$ cat src/rtl/cfl_pkg.sv
// Shared constants and types for the CFL time-step controller.
package cfl_pkg;
    localparam int TIME_FRAC_BITS  = 24;
    localparam int SPEED_FRAC_BITS = 16;
    localparam int W  = 32;
    localparam int FW = 24;
    localparam int TW = 48;
    localparam int DNW = 64;

    typedef enum logic [2:0] {
        CFG_FIXED_STEP   = 3'd0,
        CFG_FRAME_PERIOD = 3'd1,
        CFG_TARGET_CFL   = 3'd2,
        CFG_MIN_STEP     = 3'd3,
        CFG_CELL_SIZE    = 3'd4,
        CFG_SYNC_FRAMES  = 3'd5,
        CFG_SQUARED_SP   = 3'd6,
        CFG_FRAME_LIMIT  = 3'd7
    } t_cfg_idx;

    // request to the serial divider
    typedef struct packed {
        logic             start;
        logic [DNW-1:0]   num;
        logic [W-1:0]     den;
    } t_div_req;

    typedef struct packed {
        logic             done;
        logic [DNW-1:0]   quot;
        logic [W-1:0]     rem;
    } t_div_rsp;
endpackage

$ cat src/rtl/cfl_mul.sv
// Bit-serial 32x32 multiplier, one multiplier bit per cycle.
module cfl_mul
    import cfl_pkg::*;
(
    input  logic             i_clk,
    input  logic             i_rst_n,
    input  logic             i_start,
    input  logic [W-1:0]     i_a,
    input  logic [W-1:0]     i_b,
    output logic             o_done,
    output logic [2*W-1:0]   o_prod
);
    logic [W-1:0]   r_b;
    logic [2*W-1:0] r_acc;
    logic [W-1:0]   r_a;
    logic [5:0]     r_cnt;
    logic           r_busy;
    logic           r_done;

    // shift-and-add from the top bit of b down
    always_ff @(posedge i_clk) begin
        if (!i_rst_n) begin
            r_busy <= 1'b0;
            r_done <= 1'b0;
            r_cnt  <= '0;
        end else begin
            r_done <= 1'b0;
            if (i_start) begin
                r_busy <= 1'b1;
                r_cnt  <= 6'(W);
                r_acc  <= '0;
                r_a    <= i_a;
                r_b    <= i_b;
            end else if (r_busy) begin
                r_acc <= (r_acc << 1) + (r_b[W-1] ? {{W{1'b0}}, r_a} : '0);
                r_b   <= r_b << 1;
                r_cnt <= r_cnt - 6'd1;
                if (r_cnt == 6'd1) begin
                    r_busy <= 1'b0;
                    r_done <= 1'b1;
                end
            end
        end
    end
    assign o_done = r_done;
    assign o_prod = r_acc;
endmodule

$ cat src/rtl/cfl_div.sv
// Restoring serial divider, 64-bit dividend by 32-bit divisor, one bit per cycle.
module cfl_div
    import cfl_pkg::*;
(
    input  logic     i_clk,
    input  logic     i_rst_n,
    input  t_div_req i_req,
    output t_div_rsp o_rsp
);
    logic [DNW-1:0] r_q;
    logic [W:0]     r_r;
    logic [W-1:0]   r_d;
    logic [6:0]     r_cnt;
    logic           r_busy;
    logic           r_done;
    logic [W:0]     n_sh;
    logic [W:0]     n_sub;

    always_comb begin
        n_sh  = {r_r[W-1:0], r_q[DNW-1]};
        n_sub = n_sh - {1'b0, r_d};
    end

    always_ff @(posedge i_clk) begin
        if (!i_rst_n) begin
            r_busy <= 1'b0;
            r_done <= 1'b0;
            r_cnt  <= '0;
        end else begin
            r_done <= 1'b0;
            if (i_req.start) begin
                r_busy <= 1'b1;
                r_cnt  <= 7'(DNW);
                r_q    <= i_req.num;
                r_r    <= '0;
                r_d    <= i_req.den;
            end else if (r_busy) begin
                if (!n_sub[W]) begin
                    r_r <= n_sub;
                    r_q <= {r_q[DNW-2:0], 1'b1};
                end else begin
                    r_r <= n_sh;
                    r_q <= {r_q[DNW-2:0], 1'b0};
                end
                r_cnt <= r_cnt - 7'd1;
                if (r_cnt == 7'd1) begin
                    r_busy <= 1'b0;
                    r_done <= 1'b1;
                end
            end
        end
    end
    assign o_rsp.done = r_done;
    assign o_rsp.quot = r_q;
    assign o_rsp.rem  = r_r[W-1:0];
endmodule

$ cat src/rtl/cfl_timestep_controller.sv
// CFL time-step controller: picks the step size and keeps time and frame counts.
// Each word runs through up to three serial 32-bit multiplies and up to three
//   64-bit serial divides.
// Throughput: one word at a time; the next input can be taken the cycle after the result
//   is loaded into the output register.
// Reset (synchronous, active low) loads register defaults and clears all counters.
module cfl_timestep_controller
    import cfl_pkg::*;
(
    input  logic            i_clk,
    input  logic            i_rst_n,
    input  logic            i_cfg_we,
    input  logic [2:0]      i_cfg_idx,
    input  logic [W-1:0]    i_cfg_data,
    input  logic            i_valid,
    output logic            o_ready,
    input  logic [W-1:0]    i_peak_speed,
    output logic            o_valid,
    input  logic            i_ready,
    output logic [W-1:0]    o_step_size,
    output logic [W-1:0]    o_achieved_cfl,
    output logic [FW-1:0]   o_export_frame,
    output logic            o_quit_now,
    output logic [W-1:0]    o_steps_done,
    output logic [TW-1:0]   o_elapsed_time
);
    localparam logic [W-1:0]  ALL32 = '1;
    localparam logic [FW-1:0] ALL24 = '1;
    localparam logic [TW-1:0] ALL48 = '1;

    typedef enum logic [3:0] {
        S_IDLE, S_SQ, S_CAP, S_LIM, S_CLAMP, S_FRAME, S_CFLMUL, S_CFLDIV, S_DONE
    } t_state;

    logic [W-1:0]  r_fixed, r_period_cfg, r_tcfl, r_min, r_cell;
    logic          r_sync, r_sq;
    logic [FW-1:0] r_flimit;

    logic [TW-1:0] r_time;
    logic [W-1:0]  r_rem;
    logic [FW-1:0] r_fcount;
    logic [W-1:0]  r_scount;
    logic          r_export;

    t_state        r_st;
    logic [W-1:0]  r_speed, r_dx, r_dt, r_cap;
    logic [2*W-1:0] r_cfldx;
    logic          r_wait;

    logic          r_ovalid;
    logic [W-1:0]  r_o_step, r_o_cfl, r_o_steps;
    logic [FW-1:0] r_o_exp;
    logic          r_o_quit;
    logic [TW-1:0] r_o_time;

    logic          n_mstart;
    logic [W-1:0]  n_ma, n_mb;
    logic          w_mdone;
    logic [2*W-1:0] w_prod;
    t_div_req      n_dreq;
    t_div_rsp      w_drsp;

    logic [W-1:0]  w_period;
    logic [W:0]    w_total;
    logic [W-1:0]  w_maxdt, w_lim, w_dtc, w_gap, w_dts;

    cfl_mul u_mul (
        .i_clk(i_clk), .i_rst_n(i_rst_n), .i_start(n_mstart),
        .i_a(n_ma), .i_b(n_mb), .o_done(w_mdone), .o_prod(w_prod)
    );
    cfl_div u_div (.i_clk(i_clk), .i_rst_n(i_rst_n), .i_req(n_dreq), .o_rsp(w_drsp));

    function automatic logic [W-1:0] sat32(input logic [2*W-1:0] v);
        return (v[2*W-1:W] != '0) ? ALL32 : v[W-1:0];
    endfunction

    function automatic logic [FW-1:0] addf(input logic [FW-1:0] f,
                                            input logic [2*W-1:0] n);
        logic [2*W:0] s;
        s = {1'b0, n} + {{(2*W-FW+1){1'b0}}, f};
        return (s[2*W:FW] != '0) ? ALL24 : s[FW-1:0];
    endfunction

    assign w_period = (r_period_cfg == '0) ? {{(W-1){1'b0}}, 1'b1} : r_period_cfg;
    assign w_total  = {1'b0, r_rem} + {1'b0, r_dt};
    assign w_maxdt  = ((r_cap < w_period) ? r_cap : w_period) < r_min ? r_min
                    : ((r_cap < w_period) ? r_cap : w_period);
    assign w_gap    = (r_rem < w_period) ? (w_period - r_rem) : '0;
    assign w_dts    = (w_gap < r_min) ? r_min : w_gap;
    // lim = floor(cfl_dx / speed) >> (T-S), quotient of full cfl_dx
    assign w_lim    = sat32({{(TIME_FRAC_BITS-SPEED_FRAC_BITS){1'b0}},
                         w_drsp.quot[2*W-1:TIME_FRAC_BITS-SPEED_FRAC_BITS]});
    assign w_dtc    = ((w_lim < w_maxdt) ? w_lim : w_maxdt) < r_min ? r_min
                    : ((w_lim < w_maxdt) ? w_lim : w_maxdt);

    assign o_ready = (r_st == S_IDLE);

    always_comb begin
        n_mstart = 1'b0;
        n_ma     = '0;
        n_mb     = '0;
        n_dreq   = '0;
        if (!r_wait) begin
            unique case (r_st)
                S_SQ:     begin n_mstart = 1'b1; n_ma = r_cell; n_mb = r_cell; end
                S_CAP:    begin n_mstart = 1'b1; n_ma = r_tcfl; n_mb = r_dx; end
                S_LIM:    begin n_dreq.start = 1'b1; n_dreq.num = r_cfldx;
                                n_dreq.den = r_speed; end
                S_FRAME:  begin n_dreq.start = 1'b1;
                                n_dreq.num = {{(W-1){1'b0}}, w_total};
                                n_dreq.den = w_period; end
                S_CFLMUL: begin n_mstart = 1'b1; n_ma = r_dt; n_mb = r_speed; end
                S_CFLDIV: begin n_dreq.start = 1'b1;
                                n_dreq.num = w_prod << (TIME_FRAC_BITS-SPEED_FRAC_BITS);
                                n_dreq.den = r_cell; end
                default: ;
            endcase
        end
    end

    always_ff @(posedge i_clk) begin
        if (!i_rst_n) begin
            r_fixed <= '0; r_period_cfg <= 32'd139810; r_tcfl <= 32'd33554432;
            r_min <= 32'd14; r_cell <= 32'd131072; r_sync <= 1'b0; r_sq <= 1'b0;
            r_flimit <= 24'd600;
            r_time <= '0; r_rem <= '0; r_fcount <= '0; r_scount <= '0; r_export <= 1'b0;
            r_st <= S_IDLE; r_wait <= 1'b0; r_ovalid <= 1'b0;
        end else begin
            if (i_cfg_we) begin
                unique case (t_cfg_idx'(i_cfg_idx))
                    CFG_FIXED_STEP:   r_fixed      <= i_cfg_data;
                    CFG_FRAME_PERIOD: r_period_cfg <= i_cfg_data;
                    CFG_TARGET_CFL:   r_tcfl       <= i_cfg_data;
                    CFG_MIN_STEP:     r_min        <= i_cfg_data;
                    CFG_CELL_SIZE:    r_cell       <= i_cfg_data;
                    CFG_SYNC_FRAMES:  r_sync       <= i_cfg_data[0];
                    CFG_SQUARED_SP:   r_sq         <= i_cfg_data[0];
                    CFG_FRAME_LIMIT:  r_flimit     <= i_cfg_data[FW-1:0];
                endcase
            end
            if (r_ovalid && i_ready) r_ovalid <= 1'b0;
            // launch a unit once, then hold until it reports done
            if (n_mstart || n_dreq.start) r_wait <= 1'b1;
            unique case (r_st)
                S_IDLE: if (i_valid && o_ready) begin
                    r_speed <= i_peak_speed;
                    r_dx    <= r_cell;
                    if (r_fixed != '0) begin
                        r_dt <= r_fixed; r_st <= S_FRAME;
                    end else if (i_peak_speed == '0) begin
                        r_dt <= r_min; r_st <= S_CLAMP;
                    end else begin
                        r_st <= r_sq ? S_SQ : S_CAP;
                    end
                end
                S_SQ: if (w_mdone) begin
                    r_wait <= 1'b0;
                    r_dx   <= sat32(w_prod >> TIME_FRAC_BITS);
                    r_st   <= S_CAP;
                end
                S_CAP: if (w_mdone) begin
                    r_wait  <= 1'b0;
                    r_cfldx <= w_prod;
                    r_cap   <= sat32(w_prod >> TIME_FRAC_BITS);
                    r_st    <= S_LIM;
                end
                S_LIM: if (w_drsp.done) begin
                    r_wait <= 1'b0;
                    r_dt   <= w_dtc;
                    r_st   <= S_CLAMP;
                end
                S_CLAMP: begin
                    // adaptive frame accounting; sync cut adds exactly one frame
                    if (w_total >= {1'b0, w_period}) begin
                        r_export <= 1'b1;
                        if (r_sync) begin
                            r_dt     <= w_dts;
                            r_fcount <= addf(r_fcount, 64'd1);
                            r_st     <= S_FRAME;
                        end else begin
                            r_st <= S_FRAME;
                        end
                    end else begin
                        r_export <= 1'b0;
                        r_rem    <= w_total[W-1:0];
                        r_st     <= S_CFLMUL;
                    end
                end
                S_FRAME: if (w_drsp.done) begin
                    r_wait <= 1'b0;
                    r_rem  <= w_drsp.rem;
                    if (r_fixed != '0) begin
                        r_export <= (w_total >= {1'b0, w_period});
                        r_fcount <= addf(r_fcount, w_drsp.quot);
                    end else if (!r_sync) begin
                        r_fcount <= addf(r_fcount, w_drsp.quot);
                    end
                    r_st <= S_CFLMUL;
                end
                S_CFLMUL: if (w_mdone) begin
                    r_wait <= 1'b0;
                    r_st   <= S_CFLDIV;
                end
                S_CFLDIV: if (w_drsp.done) begin
                    r_wait <= 1'b0;
                    // a product that overflows the scaled dividend always saturates
                    if (r_cell == '0 ||
                        w_prod[2*W-1:2*W-(TIME_FRAC_BITS-SPEED_FRAC_BITS)] != '0)
                        r_o_cfl <= ALL32;
                    else r_o_cfl <= sat32(w_drsp.quot);
                    r_st <= S_DONE;
                end
                S_DONE: if (!r_ovalid || i_ready) begin
                    logic [TW:0] t;
                    t = {1'b0, r_time} + {{(TW-W+1){1'b0}}, r_dt};
                    r_time   <= t[TW] ? ALL48 : t[TW-1:0];
                    r_o_time <= t[TW] ? ALL48 : t[TW-1:0];
                    r_scount  <= (r_scount == ALL32) ? r_scount : r_scount + 32'd1;
                    r_o_steps <= (r_scount == ALL32) ? r_scount : r_scount + 32'd1;
                    r_o_step  <= r_dt;
                    r_o_exp   <= r_export ? r_fcount : '0;
                    r_o_quit  <= (r_flimit != '0) && (r_fcount >= r_flimit);
                    r_ovalid  <= 1'b1;
                    r_st      <= S_IDLE;
                end
                default: r_st <= S_IDLE;
            endcase
        end
    end

    assign o_valid        = r_ovalid;
    assign o_step_size    = r_o_step;
    assign o_achieved_cfl = r_o_cfl;
    assign o_export_frame = r_o_exp;
    assign o_quit_now     = r_o_quit;
    assign o_steps_done   = r_o_steps;
    assign o_elapsed_time = r_o_time;
endmodule
$ cat config.mk
export PLATFORM = sky130hd
export DESIGN_NAME = cfl_timestep_controller
export DESIGN_NICKNAME = d
export VERILOG_FILES = /design/src/rtl/cfl_pkg.sv /design/src/rtl/cfl_mul.sv /design/src/rtl/cfl_div.sv /design/src/rtl/cfl_timestep_controller.sv
export SDC_FILE = /design/constraint.sdc
export NUM_CORES = 2
export LEC_CHECK = 0
export BUFFER_PORTS_ARGS = -buffer_cell sky130_fd_sc_hd__buf_2
export CORE_ASPECT_RATIO = 0.7
export CORE_UTILIZATION = 45
export DETAILED_ROUTE_END_ITERATION = 10
export SLEW_MARGIN = 20
export SYNTH_ARGS = -nofsm -noshare
export SYNTH_HDL_FRONTEND = slang
export SYNTH_SLANG_ARGS = --single-unit
$ cat constraint.sdc
create_clock -name i_clk -period 17.4 [get_ports i_clk]
set_input_delay 1.74 -clock i_clk [delete_from_list [all_inputs] [get_ports i_clk]]
set_output_delay 1.74 -clock i_clk [all_outputs]
set_load 0.01 [all_outputs]
# Word level (Yosys, flattened, before mapping)
# Index checks and enable logic that the tools add are counted.
dict set report classes {
  order_cmp 8
  addsub 10
  n_bitwise 3
  n_eq_ne 32
  n_reduce_logical 55
  mux 84
}
# cell n
set ops {}
lappend ops {{$mux W32} 26}
lappend ops {{$pmux W97 S3} 1}
lappend ops {{$pmux W32 S3} 3}
lappend ops {{$lt A32 B32 Y1} 6}
lappend ops {{$mux W64} 3}
lappend ops {{$mux W24} 7}
lappend ops {{$pmux W32 S2} 2}
lappend ops {{$mux W97} 1}
lappend ops {{$logic_not A32 Y1} 3}
lappend ops {{$reduce_bool A32 Y1} 3}
lappend ops {{$reduce_bool A41 Y1} 2}
lappend ops {{$add A64 B24 Y65} 1}
lappend ops {{$add A64 B64 Y64} 1}
lappend ops {{$add A48 B32 Y49} 1}
lappend ops {{$mux W48} 1}
lappend ops {{$pmux W24 S2} 1}
lappend ops {{$reduce_bool A24 Y1} 2}
lappend ops {{$pmux W4 S9} 1}
lappend ops {{$add A32 B32 Y33} 1}
lappend ops {{$ge A33 B32 Y1} 1}
lappend ops {{$sub A33 B32 Y33} 1}
lappend ops {{$add A32 B1 Y32 const B} 1}
lappend ops {{$eq A32 B32 Y1 const B} 1}
lappend ops {{$mux W4} 8}
lappend ops {{41 further kinds} 114}
dict set report word_totals {
  register_bits 963
  output_inout_bits 171
}

# Longest topological paths before layout
dict set report logic_depth {
  depth_word 12
  mapped_depth 50
  depth_no_buf 43
}

# By module
# Synthesis repeated with hierarchy kept, for this count alone.
dict set report hier_totals {
  hier_cells 6093
  area_unflattened_um2 57386.3
}
# module seq_area_each_um2 instances area_each_um2 cells_each
set modules_own_cells {}
lappend modules_own_cells {cfl_timestep_controller 17426.7 1 42523.3 4805}
lappend modules_own_cells {cfl_mul 4003.8 1 7479.7 650}
lappend modules_own_cells {cfl_div 4023.9 1 7383.3 638}

# Worst setup path after synthesis
# No wires, ideal clock.
dict set report synth_path {
  path_type {register -> register}
  startpoint {register r_period_cfg[27]}
  endpoint {register r_dt[31] (data pin)}
  path_slack_ns 7.546
  stages_incl_launch_ff 51
  synth_period_minus_slack_ns 9.854
  required_ns 17.132
  n_path_buf 7
  setup_time_ns 0.268
  arrival_time_ns 9.586
  path_cell_list {dfxtp_1 > inv_1 > ha_1 > a21oi_1 > o21ai_1 > a221oi_1 > nand4_1 > or2_2 > o21ba_2 > clkbuf_1 > clkbuf_1 > nand2_1 > o21ai_0 > ha_1 > and3_4 > a221o_1 > a31oi_1 > o22ai_1 > (+15 left out) > nand2_1 > o21ai_0 > ha_1 > a21o_1 > a21o_1 > a21o_1 > a21o_1 > a21o_1 > a21o_1 > a21oi_1 > a211o_1 > a31oi_1 > a211o_1 > or2_1 > buf_4 > buf_2 > o211ai_1 > o211ai_1}
}
dict set report synth_via {
  elab_chain_len 12
  word_cells_on_any_way 19
  classes_between {1 x add/sub; 6 x order compare; 11 x mux; 1 x reduce/logical}
}
# item line_no
set synth_rtl {}
lappend synth_rtl {{start: declaration} cfl_timestep_controller.sv:35} ;# logic [W-1:0] r_fixed, r_period_cfg, r_tcfl, r_min, r_cell;
lappend synth_rtl {{start signal: assignment} cfl_timestep_controller.sv:132} ;# CFG_FRAME_PERIOD: r_period_cfg <= i_cfg_data;
lappend synth_rtl {{$logic_not A32 Y1} cfl_timestep_controller.sv:84} ;# assign w_period = (r_period_cfg == '0) ? {{(W-1){1'b0}}, 1'b1} : r_period_cfg;
lappend synth_rtl {{$mux W32 *} cfl_timestep_controller.sv:84}
lappend synth_rtl {{$lt A32 B32 Y1} {cfl_timestep_controller.sv:86, cfl_timestep_controller.sv:87}}
lappend synth_rtl {{$mux W32} {cfl_timestep_controller.sv:86, cfl_timestep_controller.sv:87}}
lappend synth_rtl {{$lt A32 B32 Y1} cfl_timestep_controller.sv:86} ;# assign w_maxdt = ((r_cap < w_period) ? r_cap : w_period) < r_min ? r_min
lappend synth_rtl {{$mux W32} cfl_timestep_controller.sv:86}
lappend synth_rtl {{$lt A32 B32 Y1} {cfl_timestep_controller.sv:93, cfl_timestep_controller.sv:94}}
lappend synth_rtl {{$mux W32} {cfl_timestep_controller.sv:93, cfl_timestep_controller.sv:94}}
lappend synth_rtl {{$lt A32 B32 Y1} cfl_timestep_controller.sv:93} ;# assign w_dtc = ((w_lim < w_maxdt) ? w_lim : w_maxdt) < r_min ? r_min
lappend synth_rtl {{$mux W32} cfl_timestep_controller.sv:93}
lappend synth_rtl {{$mux W32} cfl_timestep_controller.sv:167} ;# S_LIM: if (w_drsp.done) begin
lappend synth_rtl {{$pmux W32 S3 *} cfl_timestep_controller.sv:144} ;# unique case (r_st)
lappend synth_rtl {{end signal: assignment} cfl_timestep_controller.sv:169} ;# r_dt <= w_dtc;
lappend synth_rtl {{end signal: assignment} cfl_timestep_controller.sv:177} ;# r_dt <= w_dts;
lappend synth_rtl {{end: declaration} cfl_timestep_controller.sv:46} ;# logic [W-1:0] r_speed, r_dx, r_dt, r_cap;
# Every way passes the cells marked *; elsewhere a longest branch is shown, timed or not. The select of a mux whose other input is x is not followed.
# A chain may end at the register's enable or synchronous reset.

# Worst setup path after layout
dict set report layout_path {
  startpoint {register r_period_cfg[31]}
  endpoint {register r_dt[2] (data pin)}
}
# Same word-level chain as after synthesis.

==> metrics.txt <==
outcome finished with violations; failing checks design-rule violations; Tmin final about 13000 ps; Worst-Skew Late Latency around 760 ps; gr ovfl total 0; post-CTS setup buffers 0; Fin. Hold Viols 0; initial antenna violation count 23; Tightest Pin Transition approximately 1400 ps; count of standard-cell rows 107; CP Max Fanout 48; syn nets 6411; area grow syn2layout 12.1%; critical path data arrival time about 14000 ps; PwrDens between 100 and 150 mW/mm^2; fill cell count between 10000 and 15000; fin crit share about three quarters; type of the most critical hold path flop to flop; hpwl dp between 150000 and 200000 um; Gate Count Post-Synth slightly below 6000; total die area 0.126 sq mm; clock tree root driver cell clkbuf_16; register bit count reported by yosys approximately 960; overall via count from detail_route 49296; Worst Clk Skew roughly 30 ps; RSZ-0062 raised after global routing no; Synth cell types 95; Slew Limit Headroom 8.83%; CP most frequent cell a21o_1; CP max stage cell mux2i_1; Max Cap Viol 0; Final Non-Filler Cells roughly 7800; Iter 0 DRT Violations around 7700; Ports 243; ys flop type edfxtp_1; CP Data Required Time 18010 ps; fin worst setup slack about 4300 ps; multi-input combinational cell area approximately 0.029 sq mm; setup TNS 0 ps; Static Leak about 23 nW; Clock Pin Slew Worst Setup and Hold Paths about 70 ps; Routed wire per std cell just over 30 um; Critical Path Start Type flop; first-pass GRT wire length 334000 um; final wirelength ~240000 um; Mapped Avg Cell Area 9.43 sq um; post-synth top area share 33.1%; final setup fails 0; vias in the first global route ~44000; CTS tree built; kind of critical path flop to flop; maximum VDD drop 141 uV; clk sink count approximately 960; YS warnings 0; Area contributors post-synth edfxtp_1 33%, dfxtp_1 12%, ha_1 8.9%, nand2_1 5.3%, a21oi_1 4.6%; Final GP Congestion approximately 1.1; CP max stage delay between 700 and 800 ps; max-slew violation count 0; synthesized area roughly 0.056 sq mm; Resized Gates After CTS 0; NumNets Final around 6600; largest net degree at the start of global routing between 80 and 90; layout cells sized above 1 12.0%; Synth area leader edfxtp_1; total placed cells including tap cells 7615; H-tree depth 3; Setup WS pre-CTS 4720 ps; DRC viols 60; Clock Path Buffers 3; CORE AREA approximately 0.12 sq mm; Die W between 400 and 500 um; Post-synth EDFFs roughly 620; IO Port Bufs between 200 and 250; register area between 0.02 and 0.03 sq mm; Num CTS Buffers 100; GRT Resource Usage Total between 30% and 40%; Hold Buf Count CTS 0; Die Span Y roughly 300 um; antenna-violating nets left 0; vias per cell ~6.3; Pre-antenna DRT Iters 11; maximum clock frequency roughly 76 MHz; Async S/R FF share, synth 0%; Initial Util ~46%; Seq/Total Area, Yosys 45.5%; element type at the critical path end flop
final cells by class:
type                       count  share of cell area [%]
clock inverter                52                    1.02
multi-input combinational   4414                    45.6
timing repair buffer         376                    3.53
sequential                   963                    40.6
clock buffer                 138                    4.55
tap                         1635                    3.26
antenna                        8                  0.0319
inverter                     227                    1.37
critical path, delay by kind of cell (launching register included):
family	cells	cell delay, ps
AOI/OAI and AO/OA	23	6070
and+or+nand+nor	9	2710
buffers and inverters	4	1570
adders and majority gates	4	1420
muxes	1	730
DFF	1	430
state kept, by name, indices dropped and copies added (netlist names), 32 cells and up:
register / count
u_div.r_d: 32
r_rem: 32
r_period_cfg: 32
u_div.r_r: 32
u_div.r_q: 64
r_dx: 32
r_cell: 32
u_mul.r_b: 32
u_mul.o_prod: 64
o_step_size: 32
u_mul.r_a: 32
r_cap: 32
r_cfldx: 64
o_steps_done: 32
o_elapsed_time: 48
r_tcfl: 32
r_min: 32
r_speed: 32
r_scount: 32
r_fixed: 32
r_time: 48
r_dt: 32
o_achieved_cfl: 32
cells in the mapped netlist (13+ instances only):
cell	instances
or2_2	99
xnor2_1	147
o21a_1	50
mux2i_1	79
nor2_1	511
mux2_2	37
a22o_1	20
a311oi_1	34
a221o_1	23
o211ai_1	31
a211oi_1	26
a22oi_1	41
a21o_1	114
nor3_1	104
and2_1	86
nor2b_1	57
or3_1	61
clkbuf_1	293
a222oi_1	87
nor4_1	66
inv_1	226
nand2_1	795
edfxtp_1	617
o21bai_1	23
nand3_1	103
and4_1	17
nand4_1	77
and3_1	52
o21ai_0	287
xor2_1	121
a31oi_1	53
ha_1	400
o22ai_1	13
a21oi_1	515
a221oi_1	47
dfxtp_1	346
nand2b_1	51
buf_1	20
stage by stage:
| stage | instance area, sq um | total power, mW | hold slack (ps) | util (%) |
|---|---|---|---|---|
| 3_3_place_gp | 59200 | 6.80 | 442 | 48.3 |
| 6_report | 62700 | 9.31 | 458 | 51.2 |
| 4_1_cts | 62700 | 9.15 | 458 | 51.2 |
| 3_5_place_dp | 59200 | 6.81 | 449 | 48.3 |
| 5_1_grt | 62700 | 9.62 | 469 | 51.2 |
| 2_1_floorplan | 56000 | 5.23 | 428 | - |
cells in the final DEF, fill, tap and decap left out, types with 98 or more instances in the layout:
| cell type | n |
|---|---|
| nand2_1 | 793 |
| edfxtp_1 | 617 |
| a21oi_1 | 513 |
| nor2_1 | 499 |
| ha_1 | 400 |
| dfxtp_1 | 346 |
| o21ai_0 | 286 |
| buf_2 | 244 |
| inv_1 | 226 |
| xnor2_1 | 143 |
| buf_4 | 132 |
| xor2_1 | 121 |
| a21o_1 | 114 |
| clkbuf_16 | 106 |
| nand3_1 | 100 |
| or2_2 | 99 |
| nor3_1 | 98 |
final timing paths:
| check | start | depth (start not counted) | endpoint | slack [ps] |
|---|---|---|---|---|
| min reg2reg | r_tcfl[17] | 2 | r_tcfl[17] | 460 |
| max | r_period_cfg[31] | 41 | r_dt[2] | 4270 |
| max reg2reg | r_period_cfg[31] | 41 | r_dt[2] | 4270 |
| min | r_tcfl[17] | 2 | r_tcfl[17] | 460 |
power breakdown:
part / total [mW] / leakage, nW / internal (mW) / switching, mW
sequential: 3.16 / 8.39 / 2.84 / 0.316
combinational: 3.80 / 13.2 / 1.19 / 2.61
clock: 2.35 / 1.70 / 1.34 / 1.01
total: 9.31 / 23.3 / 5.37 / 3.94
layer usage:
metal | track usage (%) | part of all wire (%) | vias up
li1 | - | - | 22006
met1 | 55.6 | 45 | 24138
met2 | 48.9 | 39 | 2776
met3 | 13.8 | 14 | 366
met4 | 10.3 | 3.0 | 10
met5 | 0 | 0.022 | -
cell families (layout without fill, tap and decap cells):
family / after synthesis / count (layout) / synth area share, %
compound gates: 1506 / 1506 / 17.6
xor+xnor: 268 / 268 / 4.19
fa+ha+maj: 406 / 406 / 9.16
buf+inv: 556 / 793 / 3.81
flops: 963 / 963 / 45.5
mux: 116 / 116 / 2.16
other cells: 0 / 8 / 0
simple gates: 2118 / 2118 / 17.6
No activity file was read; power rests on OpenSTA's default activity.
